### config.mk
export PLATFORM = sky130hd
export DESIGN_NAME = run_queue_with_removal_core
export DESIGN_NICKNAME = d
export VERILOG_FILES = /design/src/hw/rtl/rqr_pkg.sv /design/src/hw/rtl/rqr_cell.sv /design/src/hw/rtl/run_queue_with_removal_core.sv
export SDC_FILE = /design/constraint.sdc
export NUM_CORES = 1
export LEC_CHECK = 0
export BUFFER_PORTS_ARGS = -buffer_cell sky130_fd_sc_hd__buf_4
export CAP_MARGIN = 20
export CORE_ASPECT_RATIO = 1.5
export CORE_UTILIZATION = 26
export CTS_BUF_LIST = sky130_fd_sc_hd__clkbuf_4
export CTS_CLUSTER_SIZE = 30
export DETAILED_ROUTE_END_ITERATION = 10
export PLACE_DENSITY_LB_ADDON = 0.25
export SYNTH_ARGS = -nofsm -noshare
export SYNTH_HDL_FRONTEND = slang
export SYNTH_SLANG_ARGS = --single-unit
### constraint.sdc
create_clock -name clk_i -period 4.98 [get_ports clk_i]
set_input_delay 0.498 -clock clk_i [delete_from_list [all_inputs] [get_ports clk_i]]
set_output_delay 0.498 -clock clk_i [all_outputs]
set_load 0.02 [all_outputs]
### src/hw/rtl/rqr_pkg.sv
// ----------------------------------------------------------------------------
// rqr_pkg
// Shared types and constants for the run queue with delete by key.
// ----------------------------------------------------------------------------
package rqr_pkg;

  // Default sizing
  localparam int unsigned DefQueueDepth = 16;
  localparam int unsigned DefIdWidth    = 16;

  // Fixed port widths
  localparam int unsigned PortIdW   = 16;
  localparam int unsigned KindW     = 2;
  localparam int unsigned StatusW   = 2;

  // Operation codes
  typedef enum logic [KindW-1:0] {
    KIND_APPEND = 2'd0,
    KIND_TAKE   = 2'd1,
    KIND_REMOVE = 2'd2
  } kind_e;

  // Result status codes
  typedef enum logic [StatusW-1:0] {
    ST_OK        = 2'd0,
    ST_EMPTY     = 2'd1,
    ST_FULL      = 2'd2,
    ST_NOT_FOUND = 2'd3
  } status_e;

  // Per-operation strobes broadcast to every cell, already qualified
  typedef struct packed {
    logic do_append;
    logic do_take;
    logic do_remove;
  } cell_ctrl_t;

endpackage

### src/hw/rtl/rqr_cell.sv
// ----------------------------------------------------------------------------
// rqr_cell
// One queue slot: holds an identifier and its valid bit, compares against the
// broadcast key, and shifts in its right neighbor when the queue closes up.
// ----------------------------------------------------------------------------
module rqr_cell
  import rqr_pkg::*;
#(
  parameter int unsigned ID_WIDTH = DefIdWidth
) (
  input  logic                clk_i,
  input  logic                rst_ni,
  input  cell_ctrl_t          ctrl_i,
  input  logic [ID_WIDTH-1:0] id_i,
  input  logic                left_valid_i,
  input  logic                left_hit_i,
  input  logic                right_valid_i,
  input  logic [ID_WIDTH-1:0] right_entry_i,
  output logic                valid_o,
  output logic [ID_WIDTH-1:0] entry_o,
  output logic                hit_o
);

  logic                valid_q, valid_d;
  logic [ID_WIDTH-1:0] entry_q, entry_d;
  logic                match;
  logic                shift;
  logic                load;

  // Key compare and first-match chain toward the tail
  assign match = valid_q && (entry_q == id_i);
  assign hit_o = left_hit_i | match;

  // Shift on take, or on removal at or behind the first match
  assign shift = ctrl_i.do_take | (ctrl_i.do_remove & hit_o);
  // This cell is the first free slot
  assign load  = ctrl_i.do_append & left_valid_i & ~valid_q;

  always_comb begin
    valid_d = valid_q;
    entry_d = entry_q;
    if (shift) begin
      valid_d = right_valid_i;
      entry_d = right_entry_i;
    end else if (load) begin
      valid_d = 1'b1;
      entry_d = id_i;
    end
  end

  always_ff @(posedge clk_i or negedge rst_ni) begin
    if (!rst_ni) begin
      valid_q <= 1'b0;
    end else begin
      valid_q <= valid_d;
    end
  end

  // Payload needs no reset
  always_ff @(posedge clk_i) begin
    entry_q <= entry_d;
  end

  assign valid_o = valid_q;
  assign entry_o = entry_q;

endmodule

### src/hw/rtl/run_queue_with_removal_core.sv
// ----------------------------------------------------------------------------
// run_queue_with_removal_core
// Ordered run queue of process identifiers: append at tail, take head, or
// remove the first matching entry; later entries close the gap.
// ----------------------------------------------------------------------------
//  Channel | Direction | Handshake                 | Payload
//  --------+-----------+---------------------------+---------------------------
//  in      | input     | in_valid_i / in_stall_o   | kind_i, proc_id_i
//  out     | output    | out_valid_o / out_stall_i | taken_id_o, status_o, count_o
//
//  One operation per cycle; its result is registered and appears the cycle after
//  the input transfer. The row of cells compares the key in parallel and the
//  first-match flag ripples along the row, which sets the cycle's depth.
//  Reset clears all valid bits and the entry count; stored identifiers are
//  not cleared. While a result is held by out_stall_i, in_stall_o is high.
// ----------------------------------------------------------------------------
module run_queue_with_removal_core
  import rqr_pkg::*;
#(
  parameter int unsigned QUEUE_DEPTH = DefQueueDepth,
  parameter int unsigned ID_WIDTH    = DefIdWidth,
  localparam int unsigned CountW     = $clog2(QUEUE_DEPTH + 1)
) (
  input  logic               clk_i,
  input  logic               rst_ni,
  input  logic               in_valid_i,
  output logic               in_stall_o,
  input  logic [KindW-1:0]   kind_i,
  input  logic [PortIdW-1:0] proc_id_i,
  output logic               out_valid_o,
  input  logic               out_stall_i,
  output logic [PortIdW-1:0] taken_id_o,
  output logic [StatusW-1:0] status_o,
  output logic [CountW-1:0]  count_o
);

  logic                in_xfer;
  logic [ID_WIDTH-1:0] key;
  logic                full, empty, found;
  cell_ctrl_t          ctrl;
  logic [CountW-1:0]   count_q, count_d;
  logic                out_valid_q;
  logic [PortIdW-1:0]  taken_q, taken_d;
  status_e             status_q, status_d;

  logic                cell_valid [QUEUE_DEPTH];
  logic [ID_WIDTH-1:0] cell_entry [QUEUE_DEPTH];
  logic                cell_hit   [QUEUE_DEPTH];

  // Input transfer; hold off while a result waits
  assign in_stall_o = out_valid_q & out_stall_i;
  assign in_xfer    = in_valid_i & ~in_stall_o;
  assign key        = ID_WIDTH'(proc_id_i);

  assign full  = (count_q == CountW'(QUEUE_DEPTH));
  assign empty = (count_q == '0);
  assign found = cell_hit[QUEUE_DEPTH-1];

  // Decode operation into cell strobes, status and new count
  always_comb begin
    ctrl     = '0;
    count_d  = count_q;
    taken_d  = '0;
    status_d = ST_OK;
    unique case (kind_i)
      KIND_APPEND: begin
        if (full) begin
          status_d = ST_FULL;
        end else begin
          ctrl.do_append = in_xfer;
          count_d        = count_q + 1'b1;
        end
      end
      KIND_TAKE: begin
        if (empty) begin
          status_d = ST_EMPTY;
        end else begin
          ctrl.do_take = in_xfer;
          taken_d      = PortIdW'(cell_entry[0]);
          count_d      = count_q - 1'b1;
        end
      end
      KIND_REMOVE: begin
        if (empty) begin
          status_d = ST_EMPTY;
        end else if (found) begin
          ctrl.do_remove = in_xfer;
          count_d        = count_q - 1'b1;
        end else begin
          status_d = ST_NOT_FOUND;
        end
      end
      default: begin
        status_d = ST_OK;
      end
    endcase
  end

  // Row of cells, head at index zero
  for (genvar i = 0; i < QUEUE_DEPTH; i++) begin : g_cell
    logic                left_valid, left_hit, right_valid;
    logic [ID_WIDTH-1:0] right_entry;

    if (i == 0) begin : g_head
      assign left_valid = 1'b1;
      assign left_hit   = 1'b0;
    end else begin : g_body
      assign left_valid = cell_valid[i-1];
      assign left_hit   = cell_hit[i-1];
    end

    if (i == QUEUE_DEPTH - 1) begin : g_tail
      assign right_valid = 1'b0;
      assign right_entry = '0;
    end else begin : g_inner
      assign right_valid = cell_valid[i+1];
      assign right_entry = cell_entry[i+1];
    end

    rqr_cell #(
      .ID_WIDTH(ID_WIDTH)
    ) u_cell (
      .clk_i        (clk_i),
      .rst_ni       (rst_ni),
      .ctrl_i       (ctrl),
      .id_i         (key),
      .left_valid_i (left_valid),
      .left_hit_i   (left_hit),
      .right_valid_i(right_valid),
      .right_entry_i(right_entry),
      .valid_o      (cell_valid[i]),
      .entry_o      (cell_entry[i]),
      .hit_o        (cell_hit[i])
    );
  end

  // Count and result valid
  always_ff @(posedge clk_i or negedge rst_ni) begin
    if (!rst_ni) begin
      count_q     <= '0;
      out_valid_q <= 1'b0;
    end else begin
      if (in_xfer) begin
        count_q <= count_d;
      end
      if (in_xfer) begin
        out_valid_q <= 1'b1;
      end else if (!out_stall_i) begin
        out_valid_q <= 1'b0;
      end
    end
  end

  // Result payload
  always_ff @(posedge clk_i) begin
    if (in_xfer) begin
      taken_q  <= taken_d;
      status_q <= status_d;
    end
  end

  logic [CountW-1:0] count_out_q;
  always_ff @(posedge clk_i) begin
    if (in_xfer) begin
      count_out_q <= count_d;
    end
  end

  assign out_valid_o = out_valid_q;
  assign taken_id_o  = taken_q;
  assign status_o    = status_q;
  assign count_o     = count_out_q;

endmodule

-- After elaboration in Yosys (flattened, before gate mapping)
Index checks and enable logic that the tools add are counted.
W data, S select, Z words.
- bitwise logic cells: 98
- equality and inequality tests: 20
- muxes and demuxes: 81
- reductions and logical operators: 35
- $add $sub $neg: 2
- operator list (cell ; count):
    $mux W16 ; 30
    $eq A16 B16 Y1 ; 16
    $and A1 B1 Y1 ; 49
    $mux W1 ; 42
    $reduce_bool A2 Y1 ; 16
    $or A1 B1 Y1 ; 31
    $mux W5 ; 4
    $not A1 Y1 ; 18
    $logic_and A1 B1 Y1 ; 16
    $pmux W5 S3 ; 1
    $mux W2 ; 3
    $pmux W2 S3 ; 1
    $add A5 B1 Y5 const B ; 1
    $eq A5 B5 Y1 const B ; 1
    $logic_not A5 Y1 ; 1
    $sub A5 B1 Y5 const B ; 1
    $eq A2 B1 Y1 const B ; 1
    $eq A2 B2 Y1 const B ; 1
    $logic_not A2 Y1 ; 1
    $ne A2 B1 Y1 const B ; 1
    $reduce_or A2 Y1 ; 1
- output and inout port bits: 25
- bits in registers: 301
- logic and storage cells: 273
- input port bits: 22

-- Depth between registers and ports, before layout
Gate-level depths: netlist of the first run.
- word-level depth: 23
- depth in mapped cells: 14
- mapped depth without buffers: 10

-- By module
From an unflattened synthesis of the first run, not the netlist that was laid out.
- cell total of the unflattened synthesis: 3203
- area, all modules: 27330.0 µm²
- modules (own cells, without submodules) (module ; sequential area each (µm²) ; cells each ; times used ; area an instance (µm²)):
    rqr_cell ; 505.5 ; 192 ; 16 ; 1615.3
    run_queue_with_removal_core ; 840.8 ; 131 ; 1 ; 1485.2

-- Worst setup path after synthesis of the first run
No wires, ideal clock.
- kind: flip-flop to flip-flop
- start: reg count_q[0]
- end: reg g_cell[11].u_cell.entry_q[0] (enable)
- data arrival time: 3438 ps
- buffers on the path: 2
- stages on the path, launching flop included: 13
- period minus slack after synthesis: 3902 ps
- library setup time: 465 ps
- slack: 1078 ps
- data required time: 4515 ps
- cells stage by stage: dfrtp_1 -> inv_1 -> ha_1 -> nor3b_2 -> and2b_1 -> or3_1 -> clkbuf_1 -> nor2_2 -> nor3_2 -> nand3_1 -> a21oi_4 -> buf_6 -> o21ai_0
- longest elaborated chain between the ends: 6
- elaborated cells on any way between the ends: 13
- RTL lines (item ; line ; text):
    from (decl) ; run_queue_with_removal_core.sv:41 ; logic [CountW-1:0] count_q, count_d;
    from (signal assigned) ; run_queue_with_removal_core.sv:144 ; count_q <= count_d;
    $eq A5 B5 Y1 or $logic_not A5 Y1 (tied branches) ; run_queue_with_removal_core.sv:55, run_queue_with_removal_core.sv:56 ;
    $mux W1 (on tied branches) ; run_queue_with_removal_core.sv:67, run_queue_with_removal_core.sv:84 ;
    $mux W1 ; run_queue_with_removal_core.sv:65 ; unique case (kind_i)
    $and A1 B1 Y1 (on tied branches) ; rqr_cell.sv:37, rqr_cell.sv:35 ;
    $and A1 B1 Y1 or $or A1 B1 Y1 (tied branches) ; rqr_cell.sv:37, rqr_cell.sv:35 ;
    $reduce_bool A2 Y1 (no source line) * ; - ;
    to (signal assigned) ; rqr_cell.sv:61 ; entry_q <= entry_d;
    to (decl) ; rqr_cell.sv:25 ; logic [ID_WIDTH-1:0] entry_q, entry_d;
Every way passes the cells marked *; elsewhere a longest branch is shown, timed or not.
A chain may end at the register's enable or synchronous reset.

-- Worst setup path in the final report of the first run
- start: reg count_q[0]
- end: reg g_cell[12].u_cell.entry_q[6] (enable)
- longest elaborated chain between the ends: 6
- elaborated cells on any way between the ends: 13
- RTL lines (item ; line):
    $eq A5 B5 Y1 or $logic_not A5 Y1 (tied branches) ; run_queue_with_removal_core.sv:55, run_queue_with_removal_core.sv:56
    $mux W1 (on tied branches) ; run_queue_with_removal_core.sv:67, run_queue_with_removal_core.sv:84
    $mux W1 ; run_queue_with_removal_core.sv:65
    $and A1 B1 Y1 (on tied branches) ; rqr_cell.sv:37, rqr_cell.sv:35
    $and A1 B1 Y1 or $or A1 B1 Y1 (tied branches) ; rqr_cell.sv:37, rqr_cell.sv:35
    $reduce_bool A2 Y1 (no source line) * ; -
    to (signal assigned) ; rqr_cell.sv:61
    to (decl) ; rqr_cell.sv:25
Marked as above.

==> summary.md, run 1 <==
| Metric | Value |
|---|---|
| Resized Gates After CTS | 0 |
| CTS root buffer | clkbuf_4 |
| Post-synth ARST share | 7.31% |
| PD cells | 317 nW/um2 |
| Slew Limit Fails | 0 |
| Outcome | complete, no violations |
| Filler cells | 6803 |
| Synth Cell Area | 17600 um2 |
| Final hold slack | 0.134 ns |
| TritonCTS clock tree | yes |
| # IOs | 47 |
| Max Cap Viol | 0 |
| Final GP Congestion | 0.845 |
| EDFF count, synth | 263 |
| Antenna violations before repair | 1 |
| Initial core utilization | 26.4% |
| Setup_tns | 0 ns |
| CTS Sinks | 301 |
| Slew headroom | 34.7% |
| Fin area | 19900 um2 |
| CP Launch Type | flip-flop |
| Mean Syn Cell Area | 12.9 um2 |
| Slowest stage delay, CP | 0.68 ns |
| Ys flop type | edfxtp_1 |
| Clock Tree Buf Depth | 3 |
| Least-Margin Pin Slew | 0.980 ns |
| Maximum vdd drop | 115 uV |
| Vias/cell | 4.73 |
| Die H | 321 um |
| Grt ovf | 0 |
| P&R area growth vs syn | 12.5% |
| Flip-flop and latch count after synthesis | 301 |
| Hold_buf cts | 3 |
| Req. time, crit path | 5.46 ns |
| Pre-Repair DR Iteration Count | 5 |
| Arr. time, crit path | 4.74 ns |
| Post-synthesis sequential area ratio | 49.7% |
| Layout cells sized above 1 | 33.0% |
| GRT Total Usage | 14.4% |
| Clock skew | 0.0664 ns |
| Total number of vias | 11.3k |
| Starting DRC count in detailed routing | 603 |
| # port buffers | 46 |
| Crit path cell chain | inv_1 -> ha_1 -> nor3b_2 -> and2b_1 -> or3_1 -> nor2_4 -> nor3_2 -> nand3_1 -> o22ai_4 -> o21ai_1 -> buf_4 |
| Post-synthesis instance total | 1371 |
| DIE WIDTH | 215 um |
| Latest clock arrival within the worst-skew pair | 0.78 ns |
| Class of the tightest hold or removal check | in2reg |
| Row count | 116 |
| Pin count of the biggest net entering global routing | 33 |
| Core area | 66900 um2 |
| Nets | 1471 |
| Placed cell areas | 18800 um2 |
| Final HPWL DP | 35300 um |
| WS Path Type | reg2reg |
| Clk slew on worst S/H paths | 0.08 ns |
| Post-Synthesis Net Count | 1395 |
| Final worst-path cycle share | 85.5% |
| Max Freq | 235 MHz |
| Worst-path fanout max | 18 |
| DRT antenna net count | 0 |
| Total CTS buffers | 77 |
| CP max stage cell | o22ai_4 |
| H-tree depth | 3 |
| Final min period | 4.26 ns |
| Unique masters post-synth | 71 |
| Leak Pwr | 6.90 nW |
| # Post-CTS Setup Buffers | 0 |
| First-pass GRT wire length | 75400 um |
| DRC | 0 |
| Hold Vio Cnt, Final | 0 |
| Unrepaired setup endpoints after global routing | no |
| Vias in the first global route | 12.1k |
| CP Capture Type | flip-flop |
| Syn. warnings | 0 |
| Die area | 68900 um2 |
| Final setup violation count | 0 |
| Avg WL per Cell | 20.8 um |
| Final wirelength | 49800 um |
-- path summary, 6_finish.rpt --
path | start | endpoint | slack (ns) | cells past startpoint
min | proc_id_i[12] | g_cell[15].u_cell.entry_o[12] | 0.13 | 3
max in group asynchronous | rst_ni | g_cell[7].u_cell.valid_o | 4.45 | 2
max reg2reg | count_q[0] | g_cell[12].u_cell.entry_o[6] | 0.72 | 11
min in group asynchronous | rst_ni | count_q[0] | 0.17 | 2
max | count_q[0] | g_cell[12].u_cell.entry_o[6] | 0.72 | 11
min reg2reg | g_cell[15].u_cell.entry_o[4] | g_cell[15].u_cell.entry_o[4] | 0.49 | 2
-- cell usage in the layout (no fill, tap or decap), types with 5 or more instances in the layout --
master and count:
nand3_1 27, dfrtp_1 22, xor2_1 102, or4_1 23
nand4_1 50, mux2_4 80, a21oi_1 29, nand4b_1 6
o21ai_1 13, mux2_2 171, nor4_1 26, nor2_1 22
dfxtp_1 16, inv_1 7, nand2b_1 20, nor3_1 18
a22oi_1 6, buf_4 91, clkinv_1 22, clkinv_2 8
nand2_1 91, edfxtp_1 263, and2_1 16, clkbuf_4 108
o22ai_2 5, o21ai_0 10, xnor2_1 157, nor4bb_1 8
-- worst max-delay path: cells and delay by family, from the launching register on --
family | cells | cell delay [ns]
AND/OR/NAND/NOR | 6 | 1.67
AO/OA/AOI/OAI | 2 | 1.07
flip-flops | 1 | 0.48
buffers and inverters | 2 | 0.45
adder cells (fa/ha/maj) | 1 | 0.27
-- metrics by stage --
stage                     util (%)  setup WS, ns  instances  power, mW
final                         29.7         0.723       2396       6.29
after global routing          29.7         0.372       2394       6.61
after CTS                     29.6         0.706       2392       6.38
after detailed placement      28.1         0.446       2249       4.20
after global placement        28.1         0.389       2249       4.19
after floorplan                  -          1.08       1371       3.88
-- Yosys cell counts, types with 18 or more instances --
| cell | n | area share (%) |
|---|---|---|
| edfxtp_1 | 263 | 45 |
| mux2_2 | 171 | 11 |
| xnor2_1 | 157 | 7.8 |
| xor2_1 | 102 | 5.1 |
| nand2_1 | 91 | 1.9 |
| mux2_4 | 80 | 6.8 |
| nand4_1 | 50 | 1.8 |
| a21oi_1 | 29 | 0.82 |
| buf_2 | 29 | 0.82 |
| buf_4 | 29 | 1.2 |
| nand3_1 | 27 | 0.77 |
| clkbuf_1 | 26 | 0.55 |
| nor4_1 | 26 | 0.92 |
| nor2_1 | 23 | 0.49 |
| o21ai_0 | 23 | 0.65 |
| or4_1 | 23 | 0.98 |
| dfrtp_1 | 22 | 3.1 |
| nand2b_1 | 20 | 0.71 |
| nor3_1 | 18 | 0.51 |
-- sequential cells by signal (all words and copies together) (netlist names) --
name and cells:
taken_id_o 16, g_cell.u_cell.entry_o 256, status_o 2, g_cell.u_cell.valid_o 16, count_q 5, count_o 5, out_valid_o 1
-- power by group --
part / switching, mW / total [mW] / leakage, nW / internal, mW
Clock: 1.08 / 2.14 / 0.586 / 1.06
Sequential: 0.207 / 3.15 / 2.76 / 2.95
Combinational: 0.547 / 0.997 / 3.56 / 0.449
-- kinds of logic after synthesis --
kind of cell               Yosys count  share of synthesized area [%]
AOI/OAI and AO/OA                  108                           4.80
xor gates and xnor gates           259                           12.9
adders and majority gates            2                          0.142
buffers and inverters              108                           3.77
DFF                                301                           49.7
muxes                              253                           17.8
and+or+nand+nor                    340                           10.9
-- metal layers --
metal	part of all wire (%)	track usage, %	vias to the layer above
met2	56	28.4	261
met1	37	14.7	5688
met5	0	0	-
li1	-	-	5290
met3	3.3	2.43	95
met4	3.6	6.25	0
-- layout make-up --
type	instances	area, um2	share of cell area, %
flip-flops and latches	301	8770	44.2
diodes	3	7.51	0.0378
repair buffers	95	724	3.65
clock buffers	108	811	4.08
multi-input cells	962	8240	41.5
inverters	10	37.5	0.189
well taps	885	1110	5.58
clock inverters	32	156	0.788
Note: power is estimated with default switching activity, not from simulation.
==> inputs of run 2 (changes only) <==
CAP_MARGIN = 0   (was 20)
CELL_PAD_IN_SITES_DETAIL_PLACEMENT = 1   (was not set)
CELL_PAD_IN_SITES_GLOBAL_PLACEMENT = 1   (was not set)
==> run 2 against run 1 <==
  * Critical path depth unchanged
  * Fmax up 13%
  * Sequential power about the same
  * Worst setup slack better by 0.48 ns
  * Clock skew down 0.0058 ns
==> summary.md, run 2 (synthesis results as in run 1) <==
| Metric | Value |
|---|---|
| Final Core Density | 29.8% |
| Pre-Repair DR Iteration Count | 4 |
| Total number of vias | 11.3k |
| Max Freq | 265 MHz |
| Worst-path fanout max | 18 |
| WS Path Type | reg2reg |
| Clock Tree Buf Depth | 3 |
| Slew headroom | 32.9% |
| First-pass GRT wire length | 78600 um |
| Clock skew | 0.0606 ns |
| Max reg flops | 256 |
| Least-Margin Pin Slew | 1.00 ns |
| CP Capture Type | flip-flop |
| # port buffers | 46 |
| Grt ovf | 0 |
| Arr. time, crit path | 4.31 ns |
| PD cells | 322 nW/um2 |
| Final worst-path cycle share | 75.8% |
| P&R area growth vs syn | 12.9% |
| Max Cap Viol | 0 |
| CTS root buffer | clkbuf_4 |
| Row count | 116 |
| DIE WIDTH | 215 um |
| Non-filler cells, final | 2399 |
| Most common cell after layout, fill and taps aside | edfxtp_1 |
| Hold Vio Cnt, Final | 0 |
| DRC | 0 |
| Latest clock arrival within the worst-skew pair | 0.80 ns |
| Pin count of the biggest net entering global routing | 33 |
| Clk slew on worst S/H paths | 0.07 ns |
| CTS Sinks | 301 |
| Dpl cells | 2252 |
| Total CTS buffers | 79 |
| Hold_buf cts | 3 |
| Setup_tns | 0 ns |
| TritonCTS clock tree | yes |
| Final setup violation count | 0 |
| Initial core utilization | 26.4% |
| DRT antenna net count | 0 |
| GRT Total Usage | 15.1% |
| Outcome | complete, no violations |
| Vias/cell | 4.72 |
| Starting DRC count in detailed routing | 401 |
| Class of the tightest hold or removal check | in2reg |
| Req. time, crit path | 5.52 ns |
| Maximum vdd drop | 123 uV |
| Final hold slack | 0.156 ns |
| # IOs | 47 |
| Die H | 321 um |
| Leak Pwr | 6.92 nW |
| Final HPWL DP | 37000 um |
| Antenna violations before repair | 2 |
| Resized Gates After CTS | 0 |
| Final wirelength | 51900 um |
| Layout cells sized above 1 | 33.1% |
| Final GP Congestion | 0.793 |
| Slew Limit Fails | 0 |
| Die area | 68900 um2 |
| # Post-CTS Setup Buffers | 0 |
| Vias in the first global route | 12.6k |
| Final min period | 3.77 ns |
| CP Launch Type | flip-flop |
| Core area | 66900 um2 |
| Avg WL per Cell | 21.7 um |
| Unrepaired setup endpoints after global routing | no |
| Most frequent cells in the layout | edfxtp_1, mux2_2, xnor2_1 |
| Total Power | 6.42 mW |
| H-tree depth | 3 |
| Nets | 1475 |
run 2: changes by cell type in the layout (fill, tap and decap cells not counted), sizes merged:
cell | previous run | this run
clkbuf | 108 | 110
bufinv | 1 | 2
buf | 92 | 94
clkinv | 30 | 28
run 2: worst max-delay path: stages (launching register included):
cell     delay, ns
dfrtp_1       0.47
inv_1         0.15
ha_1          0.29
nor3b_2       0.43
and2b_1       0.20
or3_1         0.25
nor2_4        0.08
nor3_2        0.12
buf_4         0.18
nand3_1       0.28
a21oi_4       0.68
mux2_2        0.41
run 2: metal layers:
| metal | vias to the layer above | global-route usage (%) | part of all wire (%) |
|---|---|---|---|
| li1 | 5270 | - | - |
| met4 | 0 | 6.95 | 3.4 |
| met1 | 5761 | 15.2 | 37 |
| met5 | - | 0 | 0 |
| met2 | 189 | 30.0 | 57 |
| met3 | 99 | 2.17 | 2.5 |
run 2: cell type report:
| type | instances | area, um2 |
|---|---|---|
| clock buffers | 110 | 826 |
| clock inverters | 31 | 180 |
| multi-input cells | 962 | 8250 |
| flip-flops and latches | 301 | 8770 |
| well taps | 885 | 1110 |
| diodes | 3 | 7.51 |
| fillers | 7324 | 47000 |
| repair buffers | 97 | 748 |
| inverters | 10 | 37.5 |
run 2: path summary, 6_finish.rpt:
kind                                                    start                       endpoint  slack, ns  depth (start not counted)
worst max-delay path                               count_q[0]   g_cell[11].u_cell.entry_o[0]       1.21                         11
worst min-delay path                                kind_i[0]                     count_q[3]       0.16                          3
worst max register to register                     count_q[0]   g_cell[11].u_cell.entry_o[0]       1.21                         11
worst min register to register  g_cell[15].u_cell.entry_o[10]  g_cell[15].u_cell.entry_o[10]       0.49                          2
max in group asynchronous                              rst_ni                     count_q[2]       4.49                          2
min in group asynchronous                              rst_ni       g_cell[2].u_cell.valid_o       0.18                          2
run 2: report_power, final:
group	total, mW	switching [mW]	internal (mW)
Combinational	1.00	0.553	0.447
Clock	2.25	1.12	1.13
Sequential	3.17	0.221	2.95
run 2: stage by stage:
step / setup WS (ns) / area, um2
floorplan: 1.08 / 17600
global placement: 0.693 / 18900
detailed placement: 0.715 / 18900
CTS: 1.16 / 19900
global route: 0.909 / 19900
finish: 1.21 / 19900
==> inputs of run 3 (changes only) <==
ABC_AREA = 1   (was not set)
clock period = 3.3 ns   (was 4.98 ns; I/O delays follow)
==> run 3 against run 2 <==
  * The run now ends with negative setup slack left
  * Clock skew rose by 0.013 ns
  * Clock-buffer cell count rose by 16
  * Utilization rose by 4.4 points
  * Via count rose by 36%
  * Critical path type unchanged
  * Power rose by 50%
  * Worst setup slack got worse by 1.2 ns
  * First-iteration DRC count rose by 140%
  * Non-clock buffer count rose by 220
  * Fmax rose by 14%
  * Register-to-register slack got worse by 1.2 ns
==> summary.md, run 3 <==
| Metric | Value |
|---|---|
| Outcome | complete, but fails checks |
| Failing checks | negative setup slack |
| # IOs | 47 |
| Multi-input gate area | 6810 um2 |
| Avg WL per Cell | 22.1 um |
| Maximum vdd drop | 194 uV |
| Register-to-register setup slack | -0.005 ns |
| EDFF count, synth | 263 |
| Worst-path fanout max | 8 |
| Post-synthesis sequential area ratio | 52.4% |
| Layout cells sized above 1 | 23.0% |
| Filler cells | 7407 |
| Nets | 2252 |
| # port buffers | 46 |
| Register Area | 8770 um2 |
| Slew Limit Fails | 0 |
| Max Cap Viol | 0 |
| Total number of vias | 15.4k |
| CTS root buffer | clkbuf_4 |
| Post-place setup slack | -0.543 ns |
| Most numerous cell in the Yosys netlist | nand2_1 |
| Req. time, crit path | 3.86 ns |
| Grt ovf | 0 |
| Arr. time, crit path | 3.86 ns |
| Total Power | 9.64 mW |
| Largest family of logic cells by synthesized area | simple AND/OR/NAND/NOR gates |
| Vias in the first global route | 16.4k |
| Final wirelength | 68400 um |
| First-pass GRT wire length | 101000 um |
| Die area | 65500 um2 |
| Final worst-path cycle share | 100% |
| Antenna violations before repair | 1 |
| Latest clock arrival within the worst-skew pair | 0.85 ns |
| DRC | 0 |
| Row count | 113 |
| Pin count of the biggest net entering global routing | 34 |
| CP Launch Type | flip-flop |
| H-tree depth | 3 |
| Final WS setup | -0.00541 ns |
| Compound-gate portion of the synthesized area | 12.3% |
| Post-synth top area share | 47.2% |
| P&R area growth vs syn | 29.5% |
| Max Freq | 303 MHz |
| Flip-flop and latch count after synthesis | 301 |
| Non-filler cells, final | 3100 |
| Clock skew | 0.0733 ns |
| Total CTS buffers | 85 |
| Leak Pwr | 9.42 nW |
| Clock Tree Buf Depth | 3 |
| Largest area contributor in the netlist | edfxtp_1 |
| Class of the tightest hold or removal check | in2reg |
| CTS Sinks | 301 |
| Post-Synthesis Net Count | 1975 |
| Unique masters post-synth | 44 |
| Starting DRC count in detailed routing | 975 |
| Ys flop type | edfxtp_1 |
| Die H | 313 um |
| Final GP Congestion | 0.879 |
| PD cells | 445 nW/um2 |
| Syn. warnings | 0 |
| Synth Area in Simple Gates | 21.6% |
| Post-synth ARST share | 7.31% |
| Final min period | 3.31 ns |
| Synth area leaders | edfxtp_1, nand2_1, o21ai_0, inv_1, nand3_1 |
| Final setup violation count | 4 |
| Mean Syn Cell Area | 8.58 um2 |
| Slew headroom | 58.8% |
| TritonCTS clock tree | yes |
| CP Capture Type | flip-flop |
| Mux share of post-synthesis cell area | 0% |
| Synth Cell Area | 16700 um2 |
| Post-Synth XOR/XNOR Area | 4.76% |
| DIE WIDTH | 209 um |
| Initial core utilization | 26.4% |
| Post-synthesis instance total | 1951 |
| Setup_tns | -0.0215 ns |
| Least-Margin Pin Slew | 0.617 ns |
| Dpl cells | 2903 |
| Hold Vio Cnt, Final | 0 |
| Post-Synth Adder-Cell Area | 0.149% |
| Vias/cell | 4.97 |
| Synth top cells by count | nand2_1, edfxtp_1, inv_1 |
| Unrepaired setup endpoints after global routing | yes |
| WS Path Type | reg2reg |
| Core area | 63500 um2 |
| Most frequent cells in the layout | nand2_1, edfxtp_1, buf_4 |
| Final HPWL DP | 50500 um |
| Max reg flops | 256 |
| Most common cell after layout, fill and taps aside | nand2_1 |
| GRT Total Usage | 20.7% |
| Pre-Repair DR Iteration Count | 5 |
| Clk slew on worst S/H paths | 0.07 ns |
| DRT antenna net count | 0 |
## run 3: cell types whose count changed after synthesis, moves of 85 or more
cell / before / now
nor2_1: 23 / 108
xnor2_1: 157 / 21
inv_1: 7 / 195
o21ai_0: 23 / 156
nand3_1: 27 / 131
nand2_1: 91 / 567
mux2_2: 171 / 0
## run 3: path summary, 6_finish.rpt
check | startpoint | cells past startpoint | endpoint
max | g_cell[1].u_cell.entry_o[15] | 21 | g_cell[3].u_cell.entry_o[8]
min | proc_id_i[13] | 4 | g_cell[0].u_cell.entry_o[13]
max reg2reg | g_cell[1].u_cell.entry_o[15] | 21 | g_cell[3].u_cell.entry_o[8]
min reg2reg | g_cell[15].u_cell.entry_o[9] | 2 | g_cell[15].u_cell.entry_o[9]
max in group asynchronous | rst_ni | 4 | g_cell[10].u_cell.valid_o
min in group asynchronous | rst_ni | 4 | g_cell[3].u_cell.valid_o
## run 3: kinds of logic (layout without fill, tap and decap cells)
group | Yosys count | after routing
other | 0 | 1
AND/OR/NAND/NOR | 873 | 873
AO/OA/AOI/OAI | 348 | 348
buffers and inverters | 336 | 679
flip-flops | 301 | 301
adder cells (fa/ha/maj) | 2 | 2
XOR/XNOR | 91 | 91
## run 3: through the flow
| stage | hold slack [ns] | area, um2 | util (%) |
|---|---|---|---|
| 6_report | 0.0549 | 21700 | 34.2 |
| 5_1_grt | 0.0582 | 21700 | 34.2 |
| 4_1_cts | 0.00118 | 21100 | 33.2 |
| 3_5_place_dp | 0.303 | 19800 | 31.1 |
| 3_3_place_gp | 0.314 | 19800 | 31.1 |
| 2_1_floorplan | 0.0344 | 16700 | - |
## run 3: per-layer routing
metal  track usage (%)  vias up  share of wire [%]
met5                 0        -                  0
met4              10.4        0                4.7
met3              2.99      147                3.4
met2              39.3      342                 54
met1              22.0     7724                 37
li1                  -     7190                  -
## run 3: layout make-up
type	instances	area share, %
Sequential cell	301	40.4
Clock inverter	27	0.744
Timing Repair Buffer	317	14.8
Antenna cell	1	0.0115
Tap cell	805	4.65
Inverter	209	3.62
Multi-Input combinational cell	1314	31.4
Clock buffer	126	4.36
## run 3: critical path, stage by stage, from the launching register on
cell	delay [ns]
edfxtp_1	0.40
inv_1	0.09
nand2_1	0.05
nand2_1	0.07
nor2_1	0.05
nand2_1	0.15
nor2_2	0.06
nand3_2	0.09
nand4_1	0.15
nor2_2	0.17
nand4_1	0.16
nor2_4	0.18
nand4_1	0.11
nor2_2	0.21
nand4_4	0.15
nand2_2	0.11
nand2_4	0.09
buf_12	0.18
buf_12	0.14
nand2_8	0.09
o31ai_4	0.11
clkbuf_16	0.19
## run 3: repair_timing
| action | in CTS | in global routing |
|---|---|---|
| buffers inserted | 1 | 15 |
| gates resized for setup | 5 | 106 |
| endpoints found under the setup margin | 105 | 329 |
| pin swaps | 1 | 17 |
| hold buffers | 18 | 0 |
| endpoints found under the hold margin | 46 | 0 |
| gates cloned | 0 | 9 |
## run 3: where the power goes
part	switching (mW)	internal (mW)
registers	0.173	4.34
clock network	1.78	1.90
logic	0.877	0.569
